<file path="src/design/arn_pkg.sv">
package arn_pkg;

  // block dimensions
  localparam int CHANNELS      = 5;
  localparam int SAMPLE_BITS   = 12;
  localparam int FRACTION_BITS = 16;
  localparam int NORM_BITS     = FRACTION_BITS + 1;
  localparam int CH_W          = (CHANNELS > 1) ? $clog2(CHANNELS) : 1;
  localparam int STEP_W        = $clog2(FRACTION_BITS + 1);

  // configuration port
  localparam int PADDR_W = 3;
  localparam int PDATA_W = 32;
  localparam logic [PADDR_W-1:0] REG_AUTO_CALIBRATE = PADDR_W'(0);

  localparam logic [NORM_BITS-1:0] NORM_ONE = NORM_BITS'(1) << FRACTION_BITS;

  typedef logic [SAMPLE_BITS-1:0] sample_t;
  typedef logic [NORM_BITS-1:0]   norm_t;

  // input word commands
  typedef enum logic [1:0] {
    CMD_SAMPLE    = 2'd0,
    CMD_LOAD_LOW  = 2'd1,
    CMD_LOAD_HIGH = 2'd2,
    CMD_RESERVED  = 2'd3
  } arn_cmd_e;

  // controller states
  typedef enum logic [2:0] {
    ST_IDLE = 3'b001,
    ST_CALC = 3'b010,
    ST_HOLD = 3'b100
  } arn_state_e;

  // controller to datapath commands
  typedef struct packed {
    logic            accept;
    logic            init;
    logic            iterate;
    logic            finish;
    logic            publish;
    logic [CH_W-1:0] ch;
  } arn_ctrl_t;

endpackage

</file>
<file path="src/design/arn_ctrl.sv">
module arn_ctrl import arn_pkg::*; (
  input  logic       clk_i,
  input  logic       rst_ni,
  input  logic       in_valid_i,
  input  logic [1:0] command_i,
  input  logic       out_stall_i,
  output logic       in_stall_o,
  output logic       out_valid_o,
  output arn_ctrl_t  ctrl_o
);

  arn_state_e        state_q, state_d;
  logic [CH_W-1:0]   ch_q, ch_d;
  logic [STEP_W-1:0] step_q, step_d;
  logic              out_valid_q, out_valid_d;
  logic              accept;
  logic              last_step;
  logic              publish;

  assign accept    = in_valid_i && (state_q == ST_IDLE);
  assign last_step = (step_q == STEP_W'(FRACTION_BITS));
  assign publish   = (state_q == ST_HOLD) && (!out_valid_q || !out_stall_i);

  // sequencing over channels and divider steps
  always_comb begin
    state_d     = state_q;
    ch_d        = ch_q;
    step_d      = step_q;
    out_valid_d = out_valid_q;
    if (out_valid_q && !out_stall_i) begin
      out_valid_d = 1'b0;
    end
    case (state_q)
      ST_IDLE: begin
        if (accept && (arn_cmd_e'(command_i) == CMD_SAMPLE)) begin
          state_d = ST_CALC;
          ch_d    = '0;
          step_d  = '0;
        end
      end
      ST_CALC: begin
        if (last_step) begin
          step_d = '0;
          if (ch_q == CH_W'(CHANNELS - 1)) begin
            state_d = ST_HOLD;
          end else begin
            ch_d = ch_q + 1'b1;
          end
        end else begin
          step_d = step_q + 1'b1;
        end
      end
      ST_HOLD: begin
        if (publish) begin
          state_d     = ST_IDLE;
          out_valid_d = 1'b1;
        end
      end
      default: begin
        state_d = ST_IDLE;
      end
    endcase
  end

  always_ff @(posedge clk_i or negedge rst_ni) begin
    if (!rst_ni) begin
      state_q     <= ST_IDLE;
      ch_q        <= '0;
      step_q      <= '0;
      out_valid_q <= 1'b0;
    end else begin
      state_q     <= state_d;
      ch_q        <= ch_d;
      step_q      <= step_d;
      out_valid_q <= out_valid_d;
    end
  end

  // command outputs
  assign ctrl_o.accept  = accept;
  assign ctrl_o.init    = (state_q == ST_CALC) && (step_q == '0);
  assign ctrl_o.iterate = (state_q == ST_CALC) && (step_q != '0);
  assign ctrl_o.finish  = (state_q == ST_CALC) && last_step;
  assign ctrl_o.publish = publish;
  assign ctrl_o.ch      = ch_q;

  assign in_stall_o  = (state_q != ST_IDLE);
  assign out_valid_o = out_valid_q;

endmodule

</file>
<file path="src/design/arn_datapath.sv">
module arn_datapath import arn_pkg::*; (
  input  logic       clk_i,
  input  logic       rst_ni,
  input  arn_ctrl_t  ctrl_i,
  input  logic       auto_cal_i,
  input  logic [1:0] command_i,
  input  sample_t    values_i [CHANNELS],
  output norm_t      norm_o [CHANNELS]
);

  sample_t lo_q [CHANNELS];
  sample_t hi_q [CHANNELS];
  logic    calib_q;
  sample_t samp_q [CHANNELS];

  sample_t                  rem_q, range_q;
  logic [FRACTION_BITS-1:0] quo_q;
  logic                     zero_q, one_q;
  norm_t                    res_q [CHANNELS];
  norm_t                    norm_q [CHANNELS];

  sample_t                  s_sel, lo_sel, hi_sel;
  logic [SAMPLE_BITS:0]     shifted;
  logic                     fits;
  sample_t                  rem_next;
  logic [FRACTION_BITS-1:0] quo_next;
  norm_t                    result;

  // bound updates and loads at word acceptance
  always_ff @(posedge clk_i or negedge rst_ni) begin
    if (!rst_ni) begin
      for (int i = 0; i < CHANNELS; i++) begin
        lo_q[i] <= '0;
        hi_q[i] <= '0;
      end
      calib_q <= 1'b0;
    end else if (ctrl_i.accept) begin
      case (arn_cmd_e'(command_i))
        CMD_LOAD_LOW: begin
          for (int i = 0; i < CHANNELS; i++) lo_q[i] <= values_i[i];
          calib_q <= 1'b1;
        end
        CMD_LOAD_HIGH: begin
          for (int i = 0; i < CHANNELS; i++) hi_q[i] <= values_i[i];
          calib_q <= 1'b1;
        end
        CMD_SAMPLE: begin
          if (auto_cal_i) begin
            for (int i = 0; i < CHANNELS; i++) begin
              if (!calib_q) begin
                lo_q[i] <= values_i[i];
                hi_q[i] <= values_i[i];
              end else if (values_i[i] < lo_q[i]) begin
                lo_q[i] <= values_i[i];
              end else if (values_i[i] > hi_q[i]) begin
                hi_q[i] <= values_i[i];
              end
            end
            calib_q <= 1'b1;
          end
        end
        default: begin
        end
      endcase
    end
  end

  // sample capture
  always_ff @(posedge clk_i) begin
    if (ctrl_i.accept) begin
      for (int i = 0; i < CHANNELS; i++) samp_q[i] <= values_i[i];
    end
  end

  // current channel operands
  assign s_sel  = samp_q[ctrl_i.ch];
  assign lo_sel = lo_q[ctrl_i.ch];
  assign hi_sel = hi_q[ctrl_i.ch];

  // one restoring division step
  assign shifted  = {rem_q, 1'b0};
  assign fits     = (shifted >= {1'b0, range_q});
  assign rem_next = fits ? SAMPLE_BITS'(shifted - {1'b0, range_q})
                         : shifted[SAMPLE_BITS-1:0];
  assign quo_next = {quo_q[FRACTION_BITS-2:0], fits};
  assign result   = zero_q ? '0 : (one_q ? NORM_ONE : {1'b0, quo_next});

  // shared divider and result registers
  always_ff @(posedge clk_i) begin
    if (ctrl_i.init) begin
      rem_q   <= s_sel - lo_sel;
      range_q <= hi_sel - lo_sel;
      zero_q  <= !calib_q || (hi_sel <= lo_sel) || (s_sel <= lo_sel);
      one_q   <= (s_sel >= hi_sel);
    end else if (ctrl_i.iterate) begin
      rem_q <= rem_next;
      quo_q <= quo_next;
    end
    if (ctrl_i.finish) begin
      res_q[ctrl_i.ch] <= result;
    end
    if (ctrl_i.publish) begin
      for (int i = 0; i < CHANNELS; i++) norm_q[i] <= res_q[i];
    end
  end

  assign norm_o = norm_q;

endmodule

</file>
<file path="src/design/auto_range_normalizer_unit.sv">
// Five-channel min/max normalizer with automatic calibration.
// Input channel: in_valid_i / in_stall_o with command_i and value0_i..value4_i.
// Command sample gives one output word norm0_o..norm4_o, each
// (sample-low)/(high-low) clamped to 0..1 in unsigned Q1.16; load-low and
// load-high commands preset the bounds and give no output word.
// Output channel: out_valid_o / out_stall_i; a word stays on the ports until taken.
// A sample runs from acceptance to out_valid_o through one shared restoring
// divider, channel by channel (setup plus 16 quotient bits per channel), and
// then the results move into the output register.
// One sample is in work at a time, so no new sample is taken before the last one
// has moved into the output register; while idle, load commands are taken every cycle.
// The output register decouples the sides: the next word can be accepted while
// the previous result waits; a finished result waits in the block if the
// output register is still stalled, and in_stall_o stays high meanwhile.
// Reset clears the bounds and the calibrated flag and sets auto calibration on.
// APB register at address 0: bit 0 auto_calibrate; write it only while idle.
module auto_range_normalizer_unit import arn_pkg::*; (
  input  logic               clk_i,
  input  logic               rst_ni,
  input  logic               psel,
  input  logic               penable,
  input  logic               pwrite,
  input  logic [PADDR_W-1:0] paddr,
  input  logic [PDATA_W-1:0] pwdata,
  output logic [PDATA_W-1:0] prdata,
  output logic               pready,
  input  logic               in_valid_i,
  output logic               in_stall_o,
  input  logic [1:0]         command_i,
  input  sample_t            value0_i,
  input  sample_t            value1_i,
  input  sample_t            value2_i,
  input  sample_t            value3_i,
  input  sample_t            value4_i,
  output logic               out_valid_o,
  input  logic               out_stall_i,
  output norm_t              norm0_o,
  output norm_t              norm1_o,
  output norm_t              norm2_o,
  output norm_t              norm3_o,
  output norm_t              norm4_o
);

  logic      auto_q;
  arn_ctrl_t ctrl;
  sample_t   values [CHANNELS];
  norm_t     norms [CHANNELS];

  // configuration register
  always_ff @(posedge clk_i or negedge rst_ni) begin
    if (!rst_ni) begin
      auto_q <= 1'b1;
    end else if (psel && penable && pwrite && pready && (paddr == REG_AUTO_CALIBRATE)) begin
      auto_q <= pwdata[0];
    end
  end

  assign pready = 1'b1;
  assign prdata = (paddr == REG_AUTO_CALIBRATE) ? {{(PDATA_W-1){1'b0}}, auto_q} : '0;

  assign values[0] = value0_i;
  assign values[1] = value1_i;
  assign values[2] = value2_i;
  assign values[3] = value3_i;
  assign values[4] = value4_i;

  arn_ctrl u_ctrl (
    .clk_i       (clk_i),
    .rst_ni      (rst_ni),
    .in_valid_i  (in_valid_i),
    .command_i   (command_i),
    .out_stall_i (out_stall_i),
    .in_stall_o  (in_stall_o),
    .out_valid_o (out_valid_o),
    .ctrl_o      (ctrl)
  );

  arn_datapath u_datapath (
    .clk_i      (clk_i),
    .rst_ni     (rst_ni),
    .ctrl_i     (ctrl),
    .auto_cal_i (auto_q),
    .command_i  (command_i),
    .values_i   (values),
    .norm_o     (norms)
  );

  assign norm0_o = norms[0];
  assign norm1_o = norms[1];
  assign norm2_o = norms[2];
  assign norm3_o = norms[3];
  assign norm4_o = norms[4];

  // a sample command occupies the block
  a_sample_busy: assert property (@(posedge clk_i) disable iff (!rst_ni)
    (in_valid_i && !in_stall_o && command_i == CMD_SAMPLE) |=> in_stall_o)
    else $error("sample accepted but block still ready");

  // load and reserved commands leave the block ready
  a_load_ready: assert property (@(posedge clk_i) disable iff (!rst_ni)
    (in_valid_i && !in_stall_o && command_i != CMD_SAMPLE) |=> !in_stall_o)
    else $error("non-sample command made the block busy");

  // publishing raises the output valid
  a_publish: assert property (@(posedge clk_i) disable iff (!rst_ni)
    ctrl.publish |=> out_valid_o)
    else $error("publish without output valid");

  // results never exceed one
  a_norm_range: assert property (@(posedge clk_i) disable iff (!rst_ni)
    out_valid_o |-> (norm0_o <= NORM_ONE && norm1_o <= NORM_ONE && norm2_o <= NORM_ONE
                     && norm3_o <= NORM_ONE && norm4_o <= NORM_ONE))
    else $error("normalized value above one");

endmodule
</file>
<file path="config.mk">
export PLATFORM = sky130hd
export DESIGN_NAME = auto_range_normalizer_unit
export DESIGN_NICKNAME = d
export VERILOG_FILES = /design/src/design/arn_pkg.sv /design/src/design/arn_ctrl.sv /design/src/design/arn_datapath.sv /design/src/design/auto_range_normalizer_unit.sv
export SDC_FILE = /design/constraint.sdc
export NUM_CORES = 1
export LEC_CHECK = 0
export ABC_AREA = 1
export BUFFER_PORTS_ARGS = -buffer_cell sky130_fd_sc_hd__buf_2
export CAP_MARGIN = 20
export CORE_AREA = 8 8 205 207
export CTS_BUF_LIST = sky130_fd_sc_hd__clkbuf_4 sky130_fd_sc_hd__clkbuf_8 sky130_fd_sc_hd__clkbuf_16
export DETAILED_ROUTE_END_ITERATION = 12
export DIE_AREA = 0 0 213 215
export HOLD_SLACK_MARGIN = 0.06
export PLACE_DENSITY = 0.77
export RECOVER_POWER = 100
export SYNTH_ARGS = -nofsm -noshare
export SYNTH_HDL_FRONTEND = slang
export SYNTH_SLANG_ARGS = --single-unit
</file>
<file path="constraint.sdc">
create_clock -name clk_i -period 4.88 [get_ports clk_i]
set_clock_uncertainty 0.2 [all_clocks]
set_input_delay 0.976 -clock clk_i [delete_from_list [all_inputs] [get_ports clk_i]]
set_output_delay 0.976 -clock clk_i [all_outputs]
set_load 0.02 [all_outputs]
</file>
==> summary.md, run 1 <==
| Metric | Value |
|---|---|
| Status | `complete, but fails checks` |
| Failing checks | `max-capacitance violations, max-slew violations` |
| Hold crit path type | `register to register` |
| CP Capture Point | `u_datapath.hi_q[21]$_DFFE_PN0P_` |
| CTS Buffer Depth | `3` |
| Crit. End Element | `register` |
| PwrDens | `364 mW/mm2` |
| Final critical-path required period | `4250 ps` |
| Post-cts sizing count | `0` |
| Data arrival, critical path | `4500 ps` |
| Worst Path Required | `5130 ps` |
| Worst R2R Setup Slack | `630 ps` |
| FF+latch count, synth | `405` |
| Crit Path Max Fanout | `48` |
| Number of remaining DRC errors | `0` |
| Io pins | `224` |
| Root Driver | `clkbuf_16` |
| Period utilization | `87.0%` |
| Synthesized area | `0.0207 mm2` |
| Clk sinks | `405` |
| ANT cells | `0` |
| Largest stage delay, worst path | `960 ps` |
| Die Footprint | `0.0458 mm2` |
| Antenna violations before repair | `0` |
| Worst-Margin Slew | `3490 ps` |
| Area fraction of the dominant cell type after synthesis | `39.4%` |
| Postcts setup bufs | `0` |
| Drt first-iter violations | `1234` |
| Top_reg_cell synth | `edfxtp_1` |
| Setup TNS Final | `0 ps` |
| Wirelength per Cell | `19.8 um` |
| Port buffer count | `160` |
| Drt via density | `5.47` |
| Hold Path Origin | `u_datapath.res_q[2][8]$_DFFE_PP_` |
| Detailed placement HPWL | `41.3 mm` |
| Largest net degree at the start of global routing | `76` |
| DR vias | `15.2k` |
| Core area | `0.0390 mm2` |
| Max Fclk | `235 MHz` |
| Sequential share of the synthesized area | `55.6%` |
| Clk pin slew, worst setup/hold paths | `60 ps` |
| Utilization after layout | `58.8%` |
| CP cell instances | `nand3_1 > nor2_1 > o21ai_0 > nor2_1 > clkbuf_2 > nand2_1 > nand2_1 > nand2_1` |
| Vias in the first global route | `15.1k` |
| Pleak | `0.0103 uW` |
| Syn Inst Count | `2047` |
| GRT Util Overall | `23.8%` |
| Reg-to-Reg Start | `u_ctrl.state_q[0]$_DFFE_PN1P_` |
| Die width | `213 um` |
| Cell variety after synth | `55` |
| Drt first pass iters | `6` |
| Final ANT Viol Nets | `0` |
| Slew headroom | `-132%` |
| Post-Route WL | `55.0 mm` |
| Area Overhead vs Synth | `10.9%` |
| First-pass GRT wire length | `83.9 mm` |
| Clk Latency, worst-skew pair | `580 ps` |
| Initial Util | `53.0%` |
| Kind of critical path | `register to register` |
| Nets@finish | `2496` |
| Cts bufs inserted | `41` |
| Total grt overflow | `0` |
| Layout cells sized above 1 | `6.03%` |
| Max-slew violations | `188` |
| Yosys warns | `0` |
| Synth area leaders | `edfxtp_1, dfrtp_1, ha_1, nand2_1, inv_1` |
| Max IR drop VDD | `254 uV` |
| Cell mode on critical path | `nand2_1` |
| Cell taking the most area after synthesis | `edfxtp_1` |
| Reg2Reg Depth | `8` |
| Rows | `73` |
| Hold Vio Cnt, Final | `0` |
| Hold-fix buffers, CTS | `0` |
| Final setup violation count | `0` |
| Crit. Startpoint | `u_ctrl.state_q[0]$_DFFE_PN1P_` |
| Reg2reg end | `u_datapath.hi_q[21]$_DFFE_PN0P_` |
| H-Tree Depth | `2` |
| Slowest cell on crit path | `clkbuf_2` |
| Post-synth EDFFs | `271` |
| Die span in y | `215 um` |
| Routability cong. | `1.00` |
| Syn Area/Cell | `10.1 um2` |
| Maximum Capacitance Violations | `4` |
| CTS tree | `built` |
| Fraction of registers with async set or reset after synthesis | `33.1%` |
| CP Launch Type | `register` |
| RSZ-0062 raised after global routing | `false` |
how the worst min path moves through the flow:
| stage | end | cells after the start | slack [ps] |
|---|---|---|---|
| floorplan | norm0_o[0]$_DFFE_PP_ | 0 | 200 |
| global placement | norm3_o[14]$_DFFE_PP_ | 0 | 200 |
| detailed placement | norm0_o[16]$_DFFE_PP_ | 0 | 200 |
| CTS | norm2_o[8]$_DFFE_PP_ | 0 | 210 |
| global route | norm2_o[8]$_DFFE_PP_ | 0 | 210 |
| finish | norm2_o[8]$_DFFE_PP_ | 0 | 200 |
state kept, by name, summed over array words and instances, names as in the netlist, 3 cells and up:
register	flops
norm0_o	17
norm1_o	17
norm2_o	17
norm3_o	17
norm4_o	17
u_ctrl.ch_q	3
u_ctrl.state_q	3
u_ctrl.step_q	5
u_datapath.hi_q	60
u_datapath.lo_q	60
u_datapath.quo_q	15
u_datapath.range_q	12
u_datapath.rem_q	12
u_datapath.res_q	85
u_datapath.samp_q	60
per-stage QoR:
| step | cells | hold WS [ps] | power (uW) | instance area, um2 | setup slack, ps |
|---|---|---|---|---|---|
| floorplan | 2077 | 200 | 4730 | 20800 | 935 |
| global placement | 2704 | 201 | 5000 | 21800 | 779 |
| detailed placement | 2704 | 205 | 5050 | 21800 | 713 |
| CTS | 2780 | 206 | 8380 | 23300 | 722 |
| global route | 2780 | 215 | 8670 | 22900 | 249 |
| finish | 2780 | 204 | 8340 | 22900 | 633 |
synth_stat cells (9+ instances only):
library cell,instances
buf_2,10
xnor2_1,9
nand4_1,32
edfxtp_1,271
nor2_1,155
buf_6,16
dfrtp_1,132
clkbuf_1,9
buf_4,37
a211oi_1,13
nand2_1,503
ha_1,167
inv_1,263
o21ai_0,29
o22ai_1,28
xor2_1,11
nand3_1,118
a21oi_1,127
a22oi_1,9
report_power, final:
part	switching [uW]	leakage (uW)	internal (uW)	total (uW)
logic	710	0.00558	369	1080
registers	87.5	0.00402	3830	3920
clock network	1370	0.000714	1970	3340
kinds of logic (layout without fill, tap and decap cells):
| logic type | count (synthesis) | after routing | share of synthesized area [%] |
|---|---|---|---|
| compound gates | 260 | 260 | 7.93 |
| flops | 405 | 405 | 55.6 |
| simple gates | 843 | 843 | 17.3 |
| xor+xnor | 20 | 20 | 0.848 |
| other cells | 2 | 32 | 0.0363 |
| fa+ha+maj | 170 | 170 | 10.4 |
| buf+inv | 347 | 525 | 7.86 |
layer usage:
layer	GRT usage [%]	routed length, um
met1	28.2	20700
met2	40.5	26600
met3	4.02	4130
met4	13.7	3520
met5	0	0
placed cells by master, fill, tap and decap left out, drive strengths merged, types with 11 or more instances in the layout:
cell    netlist  routed
a211oi       13      13
a21oi       133     133
buf          65      23
clkbuf       14     206
clkinv        0      15
conb          2      32
dfrtp       132     132
edfxtp      271     271
ha          167     167
inv         268     271
nand2       513     513
nand3       122     122
nand4        32      32
nor2        160     160
o21ai        35      35
o22ai        28      28
xor2         11      11
worst max-delay path, delay by kind of cell, from the launching register on:
family	cells	cell delay, ps
AND/OR/NAND/NOR	6	2180
flip-flops	1	550
AO/OA/AOI/OAI	1	190
buffers and inverters	1	960
final cells by class:
type	count	area (um2)
fillers	3290	16100
flip-flops and latches	405	11500
multi-input cells	1325	7540
clock buffers	49	1110
inverters	268	1010
repair buffers	181	756
well taps	525	657
clock inverters	27	353
Power figures use the tool's default switching activity.
==> run 2: changes to the inputs <==
Settings changed: CELL_PAD_IN_SITES_DETAIL_PLACEMENT set to 0, CELL_PAD_IN_SITES_GLOBAL_PLACEMENT set to 2, CORE_AREA 8 8 205 207 to 8 8 243 245, DIE_AREA 0 0 213 215 to 0 0 251 253, PLACE_DENSITY 0.77 to unset, PLACE_DENSITY_LB_ADDON set to 0.1.
Clock period 4.88 ns to 4.2 ns, I/O delays scaled along.
==> summary.md, run 2 (synthesis results as in run 1) <==
| Metric | Value |
|---|---|
| Comb power frac | `12.7%` |
| Met3 WL | `2.38 mm` |
| Number of remaining DRC errors | `0` |
| First-pass GRT wire length | `90.7 mm` |
| Seq pwr share | `45.3%` |
| Int Power | `7370 uW` |
| Fin Hold WS | `216 ps` |
| Slew headroom | `-49.9%` |
| Largest net degree at the start of global routing | `76` |
| CTS tree | `built` |
| Area Overhead vs Synth | `13.4%` |
| Max FFs per register | `85` |
| Final ANT Viol Nets | `0` |
| Crit. Startpoint | `u_ctrl.ch_q[2]$_DFFE_PN0P_` |
| Root Driver | `clkbuf_16` |
| Post-Route WL | `61.1 mm` |
| Max IR drop VDD | `261 uV` |
| Hold Vio Cnt, Final | `0` |
| Setup TNS Final | `0 ps` |
| Met2 WL | `30.7 mm` |
| Postcts setup bufs | `0` |
| Rows | `87` |
| Failing checks | `max-capacitance violations, max-slew violations` |
| Cts bufs inserted | `46` |
| CP Launch Type | `register` |
| Maximum Capacitance Violations | `3` |
| Max Fclk | `257 MHz` |
| Final setup violation count | `0` |
| GRT Util Overall | `18.8%` |
| Clk sinks | `405` |
| Drt first-iter violations | `867` |
| RSZ-0062 raised after global routing | `false` |
| Top sig layer | `met4` |
| Die span in y | `253 um` |
| Clk Latency, worst-skew pair | `600 ps` |
| DR vias | `14.5k` |
| NetSw | `2660 uW` |
| Antenna violations before repair | `0` |
| Max-slew violations | `173` |
| Worst Hold Depth | `0` |
| Io pins | `224` |
| Clock power frac | `42.0%` |
| DP Worst Slack | `459 ps` |
| ANT cells | `0` |
| PwrDens | `428 mW/mm2` |
| Routability cong. | `0.862` |
| Sw frac | `26.5%` |
| Status | `complete, but fails checks` |
| Hold crit path type | `register to register` |
| Hold Path Origin | `u_datapath.res_q[1][15]$_DFFE_PP_` |
| CTS Buffer Depth | `3` |
| Reg-to-Reg Start | `u_ctrl.ch_q[2]$_DFFE_PN0P_` |
| Port buffer count | `160` |
| Crit. End Element | `register` |
| H-Tree Depth | `2` |
| Drt first pass iters | `5` |
| Data arrival, critical path | `4040 ps` |
| Clk pin slew, worst setup/hold paths | `60 ps` |
| Commonest non-fill, non-tap cell in the layout | `nand2_1` |
| Metal1 wirelength | `26.7 mm` |
| Kind of critical path | `register to register` |
| Post-cts sizing count | `0` |
| Pleak | `0.0105 uW` |
| Drt via density | `4.86` |
| Worst-Margin Slew | `2250 ps` |
| Nets@finish | `2514` |
| Total grt overflow | `0` |
| Hold-fix buffers, CTS | `0` |
| Wirelength per Cell | `20.4 um` |
| Final critical-path required period | `3890 ps` |
| Core area | `0.0555 mm2` |
| Detailed placement HPWL | `46.6 mm` |
| Final worst slack | `307 ps` |
| Reg2Reg Depth | `15` |
| Most frequent cells in the layout | `nand2_1, edfxtp_1, inv_1` |
| Initial Util | `37.2%` |
| Crit Path Max Fanout | `23` |
| Layout cells sized above 1 | `7.11%` |
| Largest register by flop count | `u_datapath.res_q` |
| Worst Path Required | `4350 ps` |
| Period utilization | `92.7%` |
| Die width | `251 um` |
| Vias in the first global route | `14.6k` |
| Die Footprint | `0.0635 mm2` |
[run 2: worst max-delay path: stages (launching register included)]
cell	delay, ps
dfrtp_1	350
buf_4	240
nor2_1	80
nand2_1	290
inv_2	310
nand2_1	130
o211ai_1	90
a221oi_1	380
buf_4	250
inv_1	70
fa_1	460
nand3b_1	180
nand2_1	140
a21oi_1	140
o21ai_0	210
xor2_1	90
[run 2: worst paths after layout]
kind | slack [ps] | end
max | 310 | u_datapath.range_q[10]$_DFFE_PP_
min | 220 | norm1_o[15]$_DFFE_PP_
max reg2reg | 310 | u_datapath.range_q[10]$_DFFE_PP_
min reg2reg | 220 | norm1_o[15]$_DFFE_PP_
max in group asynchronous | 920 | u_datapath.hi_q[35]$_DFFE_PN0P_
min in group asynchronous | 700 | u_datapath.hi_q[47]$_DFFE_PN0P_
[run 2: layer usage]
metal / global-route usage (%) / up-vias
met5: 0 / -
met4: 4.89 / 0
met3: 2.45 / 71
met2: 33.6 / 266
met1: 23.9 / 6967
li1: - / 7223
[run 2: per-stage QoR]
stage | std cells | power, uW | instance area, um2 | utilization [%]
3_3_place_gp | 2904 | 5900 | 22100 | 39.9
3_5_place_dp | 2904 | 5910 | 22100 | 39.9
5_1_grt | 2990 | 10500 | 23400 | 42.2
2_1_floorplan | 2077 | 5500 | 20800 | -
6_report | 2990 | 10000 | 23400 | 42.2
4_1_cts | 2990 | 10200 | 23800 | 42.8
[run 2: area by class of cell]
type                    count  area, um2
fillers                  5526      32100
flip-flops and latches    405      11500
repair buffers            194        831
well taps                 712        891
multi-input cells        1325       7590
inverters                 268       1010
clock inverters            25        310
clock buffers              61       1310
[run 2: power groups by stage]
| stage | clock (uW) | sequential (uW) | combinational (uW) |
|---|---|---|---|
| after floorplan | 0 | 4590 | 913 |
| after global placement | 0 | 4620 | 1280 |
| after detailed placement | 0 | 4620 | 1290 |
| after CTS | 4320 | 4540 | 1300 |
| after global routing | 4470 | 4560 | 1460 |
| final | 4220 | 4540 | 1270 |
==> run 3: changes to the inputs <==
Settings changed: BUFFER_PORTS_ARGS -buffer_cell sky130_fd_sc_hd__buf_2 to -buffer_cell sky130_fd_sc_hd__clkbuf_2.
==> summary.md, run 3 (synthesis results as in run 1) <==
| Metric | Value |
|---|---|
| Status | `complete, but fails checks` |
| Failing checks | `max-capacitance violations, max-slew violations` |
| CP Launch Type | `register` |
| Layout cells sized above 1 | `6.81%` |
| Hold-fix buffers, CTS | `0` |
| Clk sinks | `405` |
| Area taken by multi-input logic gates | `0.00759 mm2` |
| First-pass GRT wire length | `90.4 mm` |
| Area after DPL | `0.0222 mm2` |
| Fin Hold WS | `216 ps` |
| Fin cells | `2987` |
| Area Overhead vs Synth | `13.0%` |
| CTS Buffer Depth | `3` |
| Kind of critical path | `register to register` |
| Drt via density | `4.86` |
| Largest net degree at the start of global routing | `73` |
| Post-cts sizing count | `0` |
| Cts bufs inserted | `45` |
| Port buffer count | `160` |
| Final-layout fill cell count | `5488` |
| RSZ-0062 raised after global routing | `false` |
| Most frequent cells in the layout | `nand2_1, edfxtp_1, inv_1` |
| Max Fclk | `256 MHz` |
| Final ANT Viol Nets | `0` |
| Reg area | `0.0115 mm2` |
| Final setup violation count | `0` |
| Vias in the first global route | `14.4k` |
| ANT cells | `0` |
| CTS tree | `built` |
| Max FFs per register | `85` |
| Hold crit path type | `register to register` |
| PwrDens | `424 mW/mm2` |
| Post-Route WL | `61.1 mm` |
| Core area | `0.0555 mm2` |
| Drt first-iter violations | `915` |
| Antenna violations before repair | `0` |
| Placed insts | `2904` |
| Worst Path Required | `4310 ps` |
| Data arrival, critical path | `4020 ps` |
| Detailed placement HPWL | `46.5 mm` |
| Total grt overflow | `0` |
| Max-slew violations | `94` |
| Setup TNS Final | `0 ps` |
| Period utilization | `93.1%` |
| Root Driver | `clkbuf_16` |
| Drt first pass iters | `5` |
| Die width | `251 um` |
| DR vias | `14.5k` |
| Crit Path Max Fanout | `23` |
| Pleak | `0.0104 uW` |
| Number of remaining DRC errors | `0` |
| Routability cong. | `0.841` |
| GRT Util Overall | `18.9%` |
| Maximum Capacitance Violations | `2` |
| Initial Util | `37.2%` |
| Largest register by flop count | `u_datapath.res_q` |
| Slew headroom | `-43.7%` |
| Rows | `87` |
| Clk pin slew, worst setup/hold paths | `60 ps` |
| Max IR drop VDD | `321 uV` |
| Die span in y | `253 um` |
| Hold Vio Cnt, Final | `0` |
| Worst-Margin Slew | `2160 ps` |
| Crit. End Element | `register` |
| H-Tree Depth | `2` |
| Pwr Total | `9910 uW` |
| Clk Latency, worst-skew pair | `600 ps` |
| Fin area | `0.0234 mm2` |
| Final critical-path required period | `3910 ps` |
| Nets@finish | `2513` |
| Wirelength per Cell | `20.5 um` |
| Postcts setup bufs | `0` |
| Commonest non-fill, non-tap cell in the layout | `nand2_1` |
| Io pins | `224` |
| Die Footprint | `0.0635 mm2` |
==> run 3: cell types whose count changed in the layout (fill, tap and decap cells not counted), moves of 3 or more <==
| cell | before | now |
|---|---|---|
| buf_2 | 11 | 0 |
| nand2_2 | 5 | 2 |
| buf_4 | 22 | 19 |
| clkinv_2 | 8 | 12 |
| clkbuf_2 | 5 | 16 |
| clkbuf_8 | 5 | 1 |
==> run 3: layout make-up <==
cell class                      instances  share of cell area, %
Sequential cell                       405                   49.2
Tap cell                              712                   3.81
Timing Repair Buffer                  194                   3.58
Clock inverter                         27                   1.41
Inverter                              268                   4.31
Clock buffer                           56                   5.20
Multi-Input combinational cell       1325                   32.5
==> run 3: critical path, stage by stage (launching register included) <==
cell and delay, ps:
dfrtp_1 520, inv_1 140, nand3_1 150, buf_4 360, nor2_1 130, a2111oi_1 970
inv_1 110, ha_1 420, nand2_1 100, nor2_1 150, nand3_1 100, o2111ai_1 150
xor2_1 120
==> run 3: final timing paths <==
path | startpoint | end | slack [ps] | depth (start not counted)
setup / recovery | u_ctrl.ch_q[0]$_DFFE_PN0P_ | u_datapath.range_q[11]$_DFFE_PP_ | 290 | 12
hold / removal | u_datapath.res_q[2][9]$_DFFE_PP_ | norm2_o[9]$_DFFE_PP_ | 220 | 0
setup reg to reg | u_ctrl.ch_q[0]$_DFFE_PN0P_ | u_datapath.range_q[11]$_DFFE_PP_ | 290 | 12
hold reg to reg | u_datapath.res_q[2][9]$_DFFE_PP_ | norm2_o[9]$_DFFE_PP_ | 220 | 0
max in group asynchronous | rst_ni | u_datapath.hi_q[10]$_DFFE_PN0P_ | 970 | 2
min in group asynchronous | rst_ni | u_datapath.hi_q[39]$_DFFE_PN0P_ | 640 | 1
==> run 3: where the power goes <==
| group | internal (uW) | total, uW | switching [uW] |
|---|---|---|---|
| registers | 4450 | 4540 | 93.4 |
| logic | 427 | 1260 | 829 |
| clock network | 2390 | 4110 | 1710 |
| total | 7270 | 9910 | 2630 |
==> run 3: per-stage QoR <==
step	setup WS (ps)	utilization (%)
detailed placement	411	39.9
finish	289	42.1
CTS	439	42.7
global route	96.7	42.1
global placement	501	39.9
floorplan	391	-
==> run 3: layer usage <==
| layer | share of wire (%) | vias up | global-route usage [%] |
|---|---|---|---|
| met5 | 0 | - | 0 |
| met4 | 3.2 | 0 | 6.37 |
| met3 | 4.4 | 84 | 3.04 |
| met2 | 49 | 338 | 32.3 |
| met1 | 44 | 6868 | 24.3 |
| li1 | - | 7218 | - |
